### config.mk
export PLATFORM = sky130hd
export DESIGN_NAME = audio_frame_rms_peak_zcr
export DESIGN_NICKNAME = d
export VERILOG_FILES = /design/src/rtl/afrpz_pkg.sv /design/src/rtl/audio_frame_rms_peak_zcr.sv
export SDC_FILE = /design/constraint.sdc
export NUM_CORES = 1
export LEC_CHECK = 0
export ABC_CLOCK_PERIOD_IN_PS = 11330
export CORE_MARGIN = 3
export CORE_UTILIZATION = 45
export DETAILED_ROUTE_END_ITERATION = 8
export DONT_BUFFER_PORTS = 1
export GPL_TIMING_DRIVEN = 1
export PLACE_DENSITY = 0.68
export SLEW_MARGIN = 20
export SYNTH_ARGS = -nofsm -noshare
export SYNTH_HDL_FRONTEND = slang
export SYNTH_SLANG_ARGS = --single-unit
### constraint.sdc
create_clock -name clk -period 11.33 [get_ports clk]
set_input_delay 0.5665 -clock clk [delete_from_list [all_inputs] [get_ports clk]]
set_output_delay 0.5665 -clock clk [all_outputs]
set_load 0.1 [all_outputs]
### src/rtl/afrpz_pkg.sv
package afrpz_pkg;

  // sample and result field widths
  localparam int SAMPLE_BITS = 16;
  localparam int LEVEL_W     = 16;
  localparam int COUNT_W     = 10;
  localparam int RATE_OUT_W  = 16;
  localparam int FRAME_NUM_W = 16;
  localparam int CFG_W       = 11;

  // packed result word: rms, peak, count, rate, frame number, zero fill
  localparam int OUT_FIELDS_W = 2 * LEVEL_W + COUNT_W + RATE_OUT_W + FRAME_NUM_W;
  localparam int OUT_DATA_W   = ((OUT_FIELDS_W + 7) / 8) * 8;

  // square of one sample
  localparam int SQ_W = 2 * SAMPLE_BITS;

  // frame length after reset
  localparam logic [CFG_W-1:0] FRAME_LENGTH_RESET = CFG_W'(320);

  // sequencer states
  typedef enum logic [2:0] {
    ST_IDLE,
    ST_ACC,
    ST_LAST,
    ST_DIVM,
    ST_SQRT,
    ST_DIVR,
    ST_DONE
  } state_t;

endpackage

### src/rtl/audio_frame_rms_peak_zcr.sv
// frame level meter: rms, peak and zero-crossing rate of signed q1.15 audio
//
// in_*  : one sample per word, tdata[15:0] signed two's complement
// cfg_* : frame length in samples (2..MAX_FRAME used, smaller acts as 2,
//         larger acts as MAX_FRAME), write only while the block is idle
// out_* : one result word at the end of each frame
//
// each sample is accepted, then squared and used to update the frame
// statistics, so in_tready is low in the cycle after each accepted word.
// the last sample of a frame starts the frame-end sequence on one shared
// subtract unit: mean of squares by restoring division, square root of the
// full-width mean, crossing rate by a second division, then the result is
// handed to the output register and out_tvalid rises. a result waits in
// the output register while the next frame's samples are taken; a stalled
// receiver holds off only the next frame end. reset clears the accumulators,
// the frame number and sets the frame length back to 320.
module audio_frame_rms_peak_zcr #(
  parameter int MAX_FRAME = 1024
) (
  input  logic                               clk,
  input  logic                               rst_n,
  // sample input
  input  logic                               in_tvalid,
  output logic                               in_tready,
  input  logic [15:0]                        in_tdata,   // [15:0] sample
  // frame length register
  input  logic                               cfg_valid,
  output logic                               cfg_ready,
  input  logic [afrpz_pkg::CFG_W-1:0]        cfg_data,
  // results
  output logic                               out_tvalid,
  input  logic                               out_tready,
  // [15:0] rms_level, [31:16] peak_level, [41:32] crossing_count,
  // [57:42] crossing_rate, [73:58] frame_number, [79:74] zero
  output logic [afrpz_pkg::OUT_DATA_W-1:0]   out_tdata
);

  localparam int SB     = afrpz_pkg::SAMPLE_BITS;
  localparam int SQ_W   = afrpz_pkg::SQ_W;
  localparam int CNT_W  = $clog2(MAX_FRAME + 1);
  localparam int SUM_W  = 2 * SB - 1 + $clog2(MAX_FRAME);
  // mean of squares, large enough for a frame cut short by a length change
  localparam int MEAN_W = SUM_W - 1;
  // first trial bit of the root, highest even position of the mean
  localparam int ROOT_TOP = 2 * ((MEAN_W - 1) / 2);
  localparam int RATE_W = CNT_W + 16;
  localparam int CW     = $clog2(SUM_W + 1);
  localparam int PAD_W  = afrpz_pkg::OUT_DATA_W - afrpz_pkg::OUT_FIELDS_W;

  // control and model state
  afrpz_pkg::state_t              state_r, state_nxt;
  logic [afrpz_pkg::CFG_W-1:0]    frame_length_r, frame_length_nxt;
  logic [CNT_W-1:0]               seen_r, seen_nxt;
  logic [SUM_W-1:0]               sum_r, sum_nxt;
  logic [SB-1:0]                  peak_r, peak_nxt;
  logic                           prior_neg_r, prior_neg_nxt;
  logic [CNT_W-1:0]               cross_r, cross_nxt;
  logic [afrpz_pkg::FRAME_NUM_W-1:0] fcnt_r, fcnt_nxt;
  logic                           pend_r, pend_nxt;
  logic                           out_valid_r, out_valid_nxt;

  // working registers
  logic [SB-1:0]                  mag_r, mag_nxt;
  logic                           neg_r, neg_nxt;
  logic [SQ_W-1:0]                sq_r, sq_nxt;
  logic [CNT_W-1:0]               n_r, n_nxt;
  logic [SUM_W-1:0]               div_r, div_nxt;
  logic [CNT_W-1:0]               rem_r, rem_nxt;
  logic [CW-1:0]                  cnt_r, cnt_nxt;
  logic [MEAN_W-1:0]              v_r, v_nxt;
  logic [MEAN_W-1:0]              root_r, root_nxt;
  logic [MEAN_W-1:0]              bit_r, bit_nxt;
  logic [afrpz_pkg::OUT_DATA_W-1:0] out_data_r, out_data_nxt;

  // combinational helpers
  logic [CNT_W-1:0]               n_eff;
  logic [CNT_W-1:0]               seen_inc;
  logic [SB-1:0]                  in_mag;
  logic [CNT_W:0]                 rem_sh;
  logic [MEAN_W-1:0]              sub_a, sub_b;
  logic [MEAN_W:0]                diff;
  logic                           ge;

  assign cfg_ready  = 1'b1;
  assign out_tvalid = out_valid_r;
  assign out_tdata  = out_data_r;

  // effective frame length, clamped into 2..MAX_FRAME
  always_comb begin
    priority if (frame_length_r < afrpz_pkg::CFG_W'(2)) begin
      n_eff = CNT_W'(2);
    end else if (32'(frame_length_r) > 32'(MAX_FRAME)) begin
      n_eff = CNT_W'(MAX_FRAME);
    end else begin
      n_eff = CNT_W'(frame_length_r);
    end
  end

  // magnitude of the incoming sample, most negative value maps to 2^(SB-1)
  assign in_mag   = in_tdata[SB-1] ? (~in_tdata + SB'(1)) : in_tdata;
  assign seen_inc = seen_r + CNT_W'(1);

  // shared compare-and-subtract unit
  assign rem_sh = {rem_r, div_r[SUM_W-1]};
  always_comb begin
    if (state_r == afrpz_pkg::ST_SQRT) begin
      sub_a = v_r;
      sub_b = root_r | bit_r;
    end else begin
      sub_a = MEAN_W'(rem_sh);
      sub_b = MEAN_W'(n_r);
    end
  end
  assign diff = {1'b0, sub_a} - {1'b0, sub_b};
  assign ge   = ~diff[MEAN_W];

  // sequencer: next state and datapath control
  always_comb begin
    state_nxt        = state_r;
    frame_length_nxt = frame_length_r;
    seen_nxt         = seen_r;
    sum_nxt          = sum_r;
    peak_nxt         = peak_r;
    prior_neg_nxt    = prior_neg_r;
    cross_nxt        = cross_r;
    fcnt_nxt         = fcnt_r;
    pend_nxt         = pend_r;
    out_valid_nxt    = out_valid_r;
    mag_nxt          = mag_r;
    neg_nxt          = neg_r;
    sq_nxt           = sq_r;
    n_nxt            = n_r;
    div_nxt          = div_r;
    rem_nxt          = rem_r;
    cnt_nxt          = cnt_r;
    v_nxt            = v_r;
    root_nxt         = root_r;
    bit_nxt          = bit_r;
    out_data_nxt     = out_data_r;
    in_tready        = 1'b0;

    // register write
    if (cfg_valid) begin
      frame_length_nxt = cfg_data;
    end

    // result word taken
    if (out_valid_r && out_tready) begin
      out_valid_nxt = 1'b0;
    end

    unique case (state_r)
      afrpz_pkg::ST_IDLE: begin
        in_tready = 1'b1;
        // fold the previous square into the sum
        if (pend_r) begin
          sum_nxt  = sum_r + SUM_W'(sq_r);
          pend_nxt = 1'b0;
        end
        if (in_tvalid) begin
          mag_nxt   = in_mag;
          neg_nxt   = in_tdata[SB-1];
          state_nxt = afrpz_pkg::ST_ACC;
        end
      end

      afrpz_pkg::ST_ACC: begin
        sq_nxt   = SQ_W'(mag_r) * SQ_W'(mag_r);
        pend_nxt = 1'b1;
        if (mag_r > peak_r) begin
          peak_nxt = mag_r;
        end
        if (seen_r != '0 && neg_r != prior_neg_r) begin
          cross_nxt = cross_r + CNT_W'(1);
        end
        prior_neg_nxt = neg_r;
        if (seen_inc >= n_eff) begin
          n_nxt     = n_eff;
          state_nxt = afrpz_pkg::ST_LAST;
        end else begin
          seen_nxt  = seen_inc;
          state_nxt = afrpz_pkg::ST_IDLE;
        end
      end

      afrpz_pkg::ST_LAST: begin
        // complete sum goes straight into the divider
        div_nxt   = sum_r + SUM_W'(sq_r);
        sum_nxt   = '0;
        pend_nxt  = 1'b0;
        rem_nxt   = '0;
        cnt_nxt   = CW'(SUM_W);
        state_nxt = afrpz_pkg::ST_DIVM;
      end

      afrpz_pkg::ST_DIVM: begin
        // one quotient bit of sum / n per cycle
        div_nxt = {div_r[SUM_W-2:0], ge};
        rem_nxt = ge ? diff[CNT_W-1:0] : rem_sh[CNT_W-1:0];
        cnt_nxt = cnt_r - CW'(1);
        if (cnt_r == CW'(1)) begin
          v_nxt     = div_nxt[MEAN_W-1:0];
          root_nxt  = '0;
          bit_nxt   = MEAN_W'(1) << ROOT_TOP;
          state_nxt = afrpz_pkg::ST_SQRT;
        end
      end

      afrpz_pkg::ST_SQRT: begin
        // one root bit per cycle
        if (ge) begin
          v_nxt    = diff[MEAN_W-1:0];
          root_nxt = (root_r >> 1) | bit_r;
        end else begin
          root_nxt = root_r >> 1;
        end
        bit_nxt = bit_r >> 2;
        if (bit_r[0]) begin
          div_nxt   = SUM_W'({cross_r, 16'h0000}) << (SUM_W - RATE_W);
          rem_nxt   = '0;
          cnt_nxt   = CW'(RATE_W);
          state_nxt = afrpz_pkg::ST_DIVR;
        end
      end

      afrpz_pkg::ST_DIVR: begin
        // crossing count * 65536 / n
        div_nxt = {div_r[SUM_W-2:0], ge};
        rem_nxt = ge ? diff[CNT_W-1:0] : rem_sh[CNT_W-1:0];
        cnt_nxt = cnt_r - CW'(1);
        if (cnt_r == CW'(1)) begin
          state_nxt = afrpz_pkg::ST_DONE;
        end
      end

      afrpz_pkg::ST_DONE: begin
        // hand over once the output register is free
        if (!out_valid_r || out_tready) begin
          out_data_nxt  = {{PAD_W{1'b0}}, fcnt_r, div_r[15:0],
                           afrpz_pkg::COUNT_W'(cross_r), peak_r, root_r[15:0]};
          out_valid_nxt = 1'b1;
          fcnt_nxt      = fcnt_r + afrpz_pkg::FRAME_NUM_W'(1);
          seen_nxt      = '0;
          peak_nxt      = '0;
          prior_neg_nxt = 1'b0;
          cross_nxt     = '0;
          state_nxt     = afrpz_pkg::ST_IDLE;
        end
      end

      default: begin
        state_nxt = afrpz_pkg::ST_IDLE;
      end
    endcase
  end

  // state register
  always_ff @(posedge clk) begin
    if (!rst_n) begin
      state_r <= afrpz_pkg::ST_IDLE;
    end else begin
      state_r <= state_nxt;
    end
  end

  // control and accumulators
  always_ff @(posedge clk) begin
    if (!rst_n) begin
      frame_length_r <= afrpz_pkg::FRAME_LENGTH_RESET;
      seen_r         <= '0;
      sum_r          <= '0;
      peak_r         <= '0;
      prior_neg_r    <= 1'b0;
      cross_r        <= '0;
      fcnt_r         <= '0;
      pend_r         <= 1'b0;
      out_valid_r    <= 1'b0;
    end else begin
      frame_length_r <= frame_length_nxt;
      seen_r         <= seen_nxt;
      sum_r          <= sum_nxt;
      peak_r         <= peak_nxt;
      prior_neg_r    <= prior_neg_nxt;
      cross_r        <= cross_nxt;
      fcnt_r         <= fcnt_nxt;
      pend_r         <= pend_nxt;
      out_valid_r    <= out_valid_nxt;
    end
  end

  // datapath registers
  always_ff @(posedge clk) begin
    mag_r      <= mag_nxt;
    neg_r      <= neg_nxt;
    sq_r       <= sq_nxt;
    n_r        <= n_nxt;
    div_r      <= div_nxt;
    rem_r      <= rem_nxt;
    cnt_r      <= cnt_nxt;
    v_r        <= v_nxt;
    root_r     <= root_nxt;
    bit_r      <= bit_nxt;
    out_data_r <= out_data_nxt;
  end

endmodule

# --- Yosys cells after proc, flatten, opt, wreduce, memory -nomap -nowiden ---
# Index checks and enable logic that the tools add are counted.
word_totals:
  in_bits: 32
  reg_bits: 424
  out_inout_bits: 83
classes:
  multipliers: 1
  mux: 44
  bitwise: 4
  eq_ne: 18
  n_addsub: 7
  magnitude_cmp: 4
  reduce_logical: 25
ops:
  columns: ["op", "n"]
  rows:
  - ["40-bit 2-to-1 mux", 7]
  - ["40-bit one-hot mux with 2 select lines", 3]
  - ["41-bit one-hot mux with 3 select lines", 1]
  - ["41-bit 2-to-1 mux", 2]
  - ["41-bit one-hot mux with 2 select lines", 1]
  - ["11-bit 2-to-1 mux", 7]
  - ["11-bit one-hot mux with 2 select lines", 2]
  - ["41-bit by 32-bit adder with 41-bit output", 1]
  - ["40-bit by 40-bit subtractor with 41-bit output", 1]
  - ["39-bit by 40-bit bitwise OR with 40-bit output", 1]
  - ["40-bit bitwise OR", 1]
  - ["11-bit one-hot mux with 3 select lines", 1]
  - ["16-bit by 1-bit adder with 16-bit output (second input constant)", 2]
  - ["16-bit by 16-bit multiplier with 32-bit output", 1]
  - ["16-bit 2-to-1 mux", 2]
  - ["16-bit one-hot mux with 2 select lines", 1]
  - ["11-bit by 1-bit adder with 11-bit output (second input constant)", 2]
  - ["3-bit one-hot mux with 7 select lines", 1]
  - ["2-bit inequality test (second input constant)", 10]
  - ["6-bit one-hot mux with 3 select lines", 1]
  - ["16-bit > comparator", 1]
  - ["16-bit inverter", 1]
  - ["15-bit 2-to-1 mux", 1]
  - ["3-bit 2-to-1 mux", 5]
  - ["other kinds (25)", 47]

# --- Depth between registers and ports, before layout ---
depth:
  word_depth: 6
  depth_mapped: 26
  ltp_nobuf: 24

# --- Worst setup path before layout ---
# Ideal clock, no wire load.
synth_timing:
  path_type: "register to register"
  startpoint: "register state_r[2]"
  endpoint: "register v_r[0] (enable)"
  stages_incl_launch_ff: 18
  arrival_ps: 6427
  t_required_ps: 10837
  path_buffers: 4
  period_less_slack_ps: 6920
  setup_time_ps: 493
  setup_slack_ps: 4410
  cell_sequence: "dfxtp_1 -> nor2b_1 -> and2_1 -> clkbuf_1 -> buf_1 -> buf_1 -> nand2_1 -> ha_1 -> clkbuf_1 -> a21oi_1 -> o21a_1 -> o21a_1 -> o211ai_1 -> o2111ai_1 -> and2_1 -> a211oi_1 -> nor2_1 -> o21ai_0"
synth_via:
  elab_chain_cells: 5
synth_rtl:
  columns: ["element", "line", "rtl"]
  rows:
  - ["from (decl)", "audio_frame_rms_peak_zcr.sv:51", "afrpz_pkg::state_t state_r, state_nxt;"]
  - ["from (signal assigned)", "audio_frame_rms_peak_zcr.sv:260", "state_r <= afrpz_pkg::ST_IDLE;"]
  - ["from (signal assigned)", "audio_frame_rms_peak_zcr.sv:262", "state_r <= state_nxt;"]
  - ["3-bit equality test", "audio_frame_rms_peak_zcr.sv:106, audio_frame_rms_peak_zcr.sv:152", null]
  - ["40-bit 2-to-1 mux", "audio_frame_rms_peak_zcr.sv:106", "if (state_r == afrpz_pkg::ST_SQRT) begin"]
  - ["40-bit by 40-bit subtractor with 41-bit output", "audio_frame_rms_peak_zcr.sv:114", "assign diff = {1'b0, sub_a} - {1'b0, sub_b};"]
  - ["2-bit inequality test (no line)", null, null]
  - ["3-bit AND reduction (no line) *", null, null]
  - ["to (signal assigned)", "audio_frame_rms_peak_zcr.sv:300", "v_r <= v_nxt;"]
  - ["to (decl)", "audio_frame_rms_peak_zcr.sv:70", "logic [MEAN_W-1:0] v_r, v_nxt;"]
# Mark *: on every way between the ends. The rest lies on a longest branch, timed or not.
# A chain may end at the register's enable or synchronous reset.

# --- Worst setup path in the final report ---
layout_timing:
  startpoint: "register mag_r[4]"
  endpoint: "register sq_r[31], data pin"
layout_via:
  elab_chain_cells: 1
layout_rtl:
  columns: ["element", "line", "rtl"]
  rows:
  - ["from (decl)", "audio_frame_rms_peak_zcr.sv:63", "logic [SB-1:0] mag_r, mag_nxt;"]
  - ["from (signal assigned)", "audio_frame_rms_peak_zcr.sv:293", "mag_r <= mag_nxt;"]
  - ["16-bit by 16-bit multiplier with 32-bit output", "audio_frame_rms_peak_zcr.sv:168", "sq_nxt = SQ_W'(mag_r) * SQ_W'(mag_r);"]
  - ["to (signal assigned)", "audio_frame_rms_peak_zcr.sv:295", "sq_r <= sq_nxt;"]
  - ["to (decl)", "audio_frame_rms_peak_zcr.sv:65", "logic [SQ_W-1:0] sq_r, sq_nxt;"]
# No other way between the ends.

==> results.json <==
{
  "clock_path_buffers": 3,
  "die_h_um": 256,
  "synth_seq_cells": 402,
  "crit_path_cell_trace": "nand2_1 -> inv_1 -> fa_1 -> inv_1 -> fa_1 -> inv_1 -> fa_1 -> fa_1 -> fa_1 -> inv_1 -> fa_1 -> inv_1 -> ha_1 -> a21oi_1 -> o21ai_0 -> a31oi_1 -> o31ai_1 -> a211o_1 -> a21oi_1 -> o21ai_1 -> a211oi_1 -> xnor2_1",
  "drtIter0Drc": 1440,
  "p_seq_frac": 0.242,
  "synth_edf_count": 290,
  "peakVddDrop_uv": 368,
  "relSlewSlack": 0.266,
  "post-place-ws_ps": 4430,
  "port_buffers": 0,
  "globalRouteTotalUtil": 0.201,
  "grt_pass1_vias": 20685,
  "routed_wl_mm": 65.7,
  "worstMarginPinSlew_ps": 1100,
  "layout-drive-gt1-share": 0.0500,
  "wire_per_inst_um": 18.1,
  "syn_area_um2": 28100,
  "finalSetupViolations": 0,
  "final.fill_count": 5591,
  "ant_nets": 0,
  "cts.repair.resized": 0,
  "fin_ws_ps": 4370,
  "drt-pass1-iter-count": 6,
  "slew_violations": 0,
  "power_switching_mw": 3.25,
  "yosys_most_used_dff": "edfxtp_1",
  "die_w_um": 256,
  "maxCapViolations": 0,
  "drc": 0,
  "yosys_warnings": 0,
  "p_per_area_nw_per_um2": 263,
  "final_cell_mix": "inv_1, nand2_1, edfxtp_1, ha_1, fa_1",
  "ctsHoldBuffers": 0,
  "syn2layout_area_growth_pct": 8.20,
  "power_leakage_nw": 13.5,
  "cts_tree": "yes",
  "clock-root-buffer": "clkbuf_16",
  "cts.htree.levels": 2,
  "nNetsFinal": 3163,
  "overflow": 0,
  "cp_common_cell": "fa_1",
  "finClkSkew_ps": 46.9,
  "die-area_um2": 65500,
  "synth.distinct_cells": 83,
  "synth.avg_cell_area_um2": 9.95,
  "fin_crit_sh": 0.614,
  "gp_congestion": 0.887,
  "synth_cells": 2827,
  "coreArea_um2": 61700,
  "post-cts-setup-buffers": 0,
  "worstSetupPathType": "reg -> reg",
  "timing.fmax_ghz": 0.144,
  "critPathArrivalTime_ps": 7250,
  "grt_pass1_wl_mm": 108,
  "rows": 91,
  "pwr-share-clk": 0.197,
  "fin_util": 0.493,
  "rsz0062_at_grt": "false",
  "io_pins": 115,
  "finalHoldViolCount": 0,
  "hold_class": "in -> reg",
  "max_stage_delay_ps": 730,
  "grt_max_degree": 94,
  "initial_core_util": 0.456,
  "vias_per_cell": 5.52,
  "diodes": 0,
  "cts_inserted_buffers": 45,
  "critPathMaxFanout": 20,
  "cp.required_ps": 11620,
  "cp_slowest_cell": "edfxtp_1",
  "min_period_ps": 6960,
  "vias": 20088,
  "setup_tns_ps": 0,
  "layout_commonest_cell": "inv_1",
  "status": "completed",
  "clock_latency_ps": 590,
  "p_int_mw": 4.75,
  "antenna_found_initial": 0,
  "combPwrFrac": 0.561,
  "p_sw_frac": 0.407,
  "async_flop_share": 0,
  "path_clk_slew_ps": 60,
  "start_kind": "flop",
  "r2r_slack_ps": 4370,
  "end_kind": "flop",
  "dp_hpwl_mm": 48.1,
  "cts.sinks": 402,
  "yosysSeqAreaShare": 0.389
}
[state kept, by name, indices dropped and copies added, names as in the netlist, 11 cells and up]
| name | cells |
|---|---|
| sq_r | 31 |
| frame_length_r | 11 |
| peak_r | 16 |
| sum_r | 41 |
| mag_r | 16 |
| div_r | 41 |
| out_tdata | 74 |
| v_r | 40 |
| cross_r | 11 |
| root_r | 39 |
| n_r | 11 |
| rem_r | 11 |
| bit_r | 20 |
| fcnt_r | 16 |
| seen_r | 11 |
[metal layers]
| layer | vias to the layer above | part of all wire | GRT usage |
|---|---|---|---|
| met5 | - | 0 | 0 |
| met4 | 0 | 0.029 | 0.0643 |
| met3 | 122 | 0.047 | 0.0253 |
| met2 | 522 | 0.48 | 0.343 |
| met1 | 9810 | 0.44 | 0.266 |
| li1 | 9634 | - | - |
[power by group through the flow]
stage	logic (mW)	registers, mW	clock network [mW]
final	4.49	1.94	1.58
after CTS	4.49	1.94	1.62
after floorplan	3.50	1.93	0
after global placement	4.27	1.97	0
after detailed placement	4.45	1.97	0
after global routing	5.14	1.94	1.67
[synthesized netlist by cell type, types with 4 or more instances]
| library cell | instances | area (um^2) |
|---|---|---|
| nand2_1 | 318 | 1190 |
| or3_1 | 21 | 131 |
| a31oi_1 | 11 | 68.8 |
| fa_1 | 163 | 3260 |
| nor4_1 | 8 | 50.1 |
| buf_1 | 12 | 45.0 |
| a21boi_0 | 11 | 82.6 |
| nor2b_1 | 44 | 275 |
| a21o_1 | 49 | 368 |
| clkbuf_8 | 4 | 55.1 |
| o21bai_1 | 19 | 143 |
| o2111ai_1 | 4 | 35.0 |
| o31ai_1 | 19 | 143 |
| clkbuf_1 | 104 | 390 |
| dfxtp_1 | 112 | 2240 |
| and3_1 | 99 | 619 |
| mux2i_1 | 34 | 340 |
| a31o_2 | 8 | 70.1 |
| a22oi_1 | 24 | 180 |
| a22o_1 | 45 | 394 |
| xor2_1 | 52 | 455 |
| xnor2_1 | 94 | 823 |
| nand3_1 | 66 | 330 |
| and2_1 | 79 | 494 |
| inv_1 | 326 | 1220 |
| buf_2 | 5 | 25.0 |
| nand2b_1 | 18 | 113 |
| o21ai_1 | 6 | 30.0 |
| edfxtp_1 | 290 | 8710 |
| or2_2 | 7 | 43.8 |
| o31a_1 | 6 | 52.6 |
| nor2_1 | 103 | 387 |
| a211o_1 | 6 | 52.6 |
| nor3_1 | 22 | 110 |
| a21oi_1 | 144 | 721 |
| o21ai_0 | 150 | 751 |
| o21a_1 | 29 | 218 |
| buf_4 | 7 | 52.6 |
| a211oi_1 | 11 | 82.6 |
| ha_1 | 204 | 2550 |
| o211ai_1 | 10 | 75.1 |
| or4_1 | 6 | 45.0 |
| nand4_1 | 18 | 113 |
[cell type report]
type	count	area (um^2)	area share
repair buffers	18	155	0.00510
inverters	327	1230	0.0404
well taps	837	1050	0.0344
multi-input cells	1970	15400	0.507
flip-flops and latches	402	11000	0.360
clock inverters	26	368	0.0121
clock buffers	57	1240	0.0409
[worst paths after layout]
kind / start / cells after the start / endpoint
min: in_tdata[0] / 0 / mag_r[0]
min reg2reg: peak_r[1] / 0 / out_tdata[17]
max reg2reg: mag_r[4] / 22 / sq_r[31]
max: mag_r[4] / 22 / sq_r[31]
[critical path: cells and delay by family, from the launching register on]
family	cells	cell delay (ps)
and+or+nand+nor	1	270
adders and majority gates	7	3400
AOI/OAI and AO/OA	8	1850
DFF	1	730
buffers and inverters	5	270
xor gates and xnor gates	1	110
[stage by stage]
stage | power (mW) | area (um^2) | hold WS [ps] | cells
after floorplan | 5.43 | 28100 | 408 | 2832
after global placement | 6.24 | 28800 | 426 | 3554
after detailed placement | 6.41 | 28800 | 424 | 3554
after CTS | 8.05 | 30400 | 40.7 | 3637
after global routing | 8.75 | 30400 | 46.4 | 3637
final | 8.00 | 30400 | 77.8 | 3637
[logic make-up (layout without fill, tap and decap cells)]
family                   count (synthesis)  after routing  synth area share
AO/OA/AOI/OAI                          582            582             0.134
XOR/XNOR                               146            146            0.0455
adder cells (fa/ha/maj)                367            367             0.207
buffers and inverters                  460            428            0.0642
flip-flops                             402            402             0.389
multiplexers                            35             35            0.0125
other                                    2              7          0.000267
AND/OR/NAND/NOR                        833            833             0.147
No activity file was read; power rests on OpenSTA's default activity.
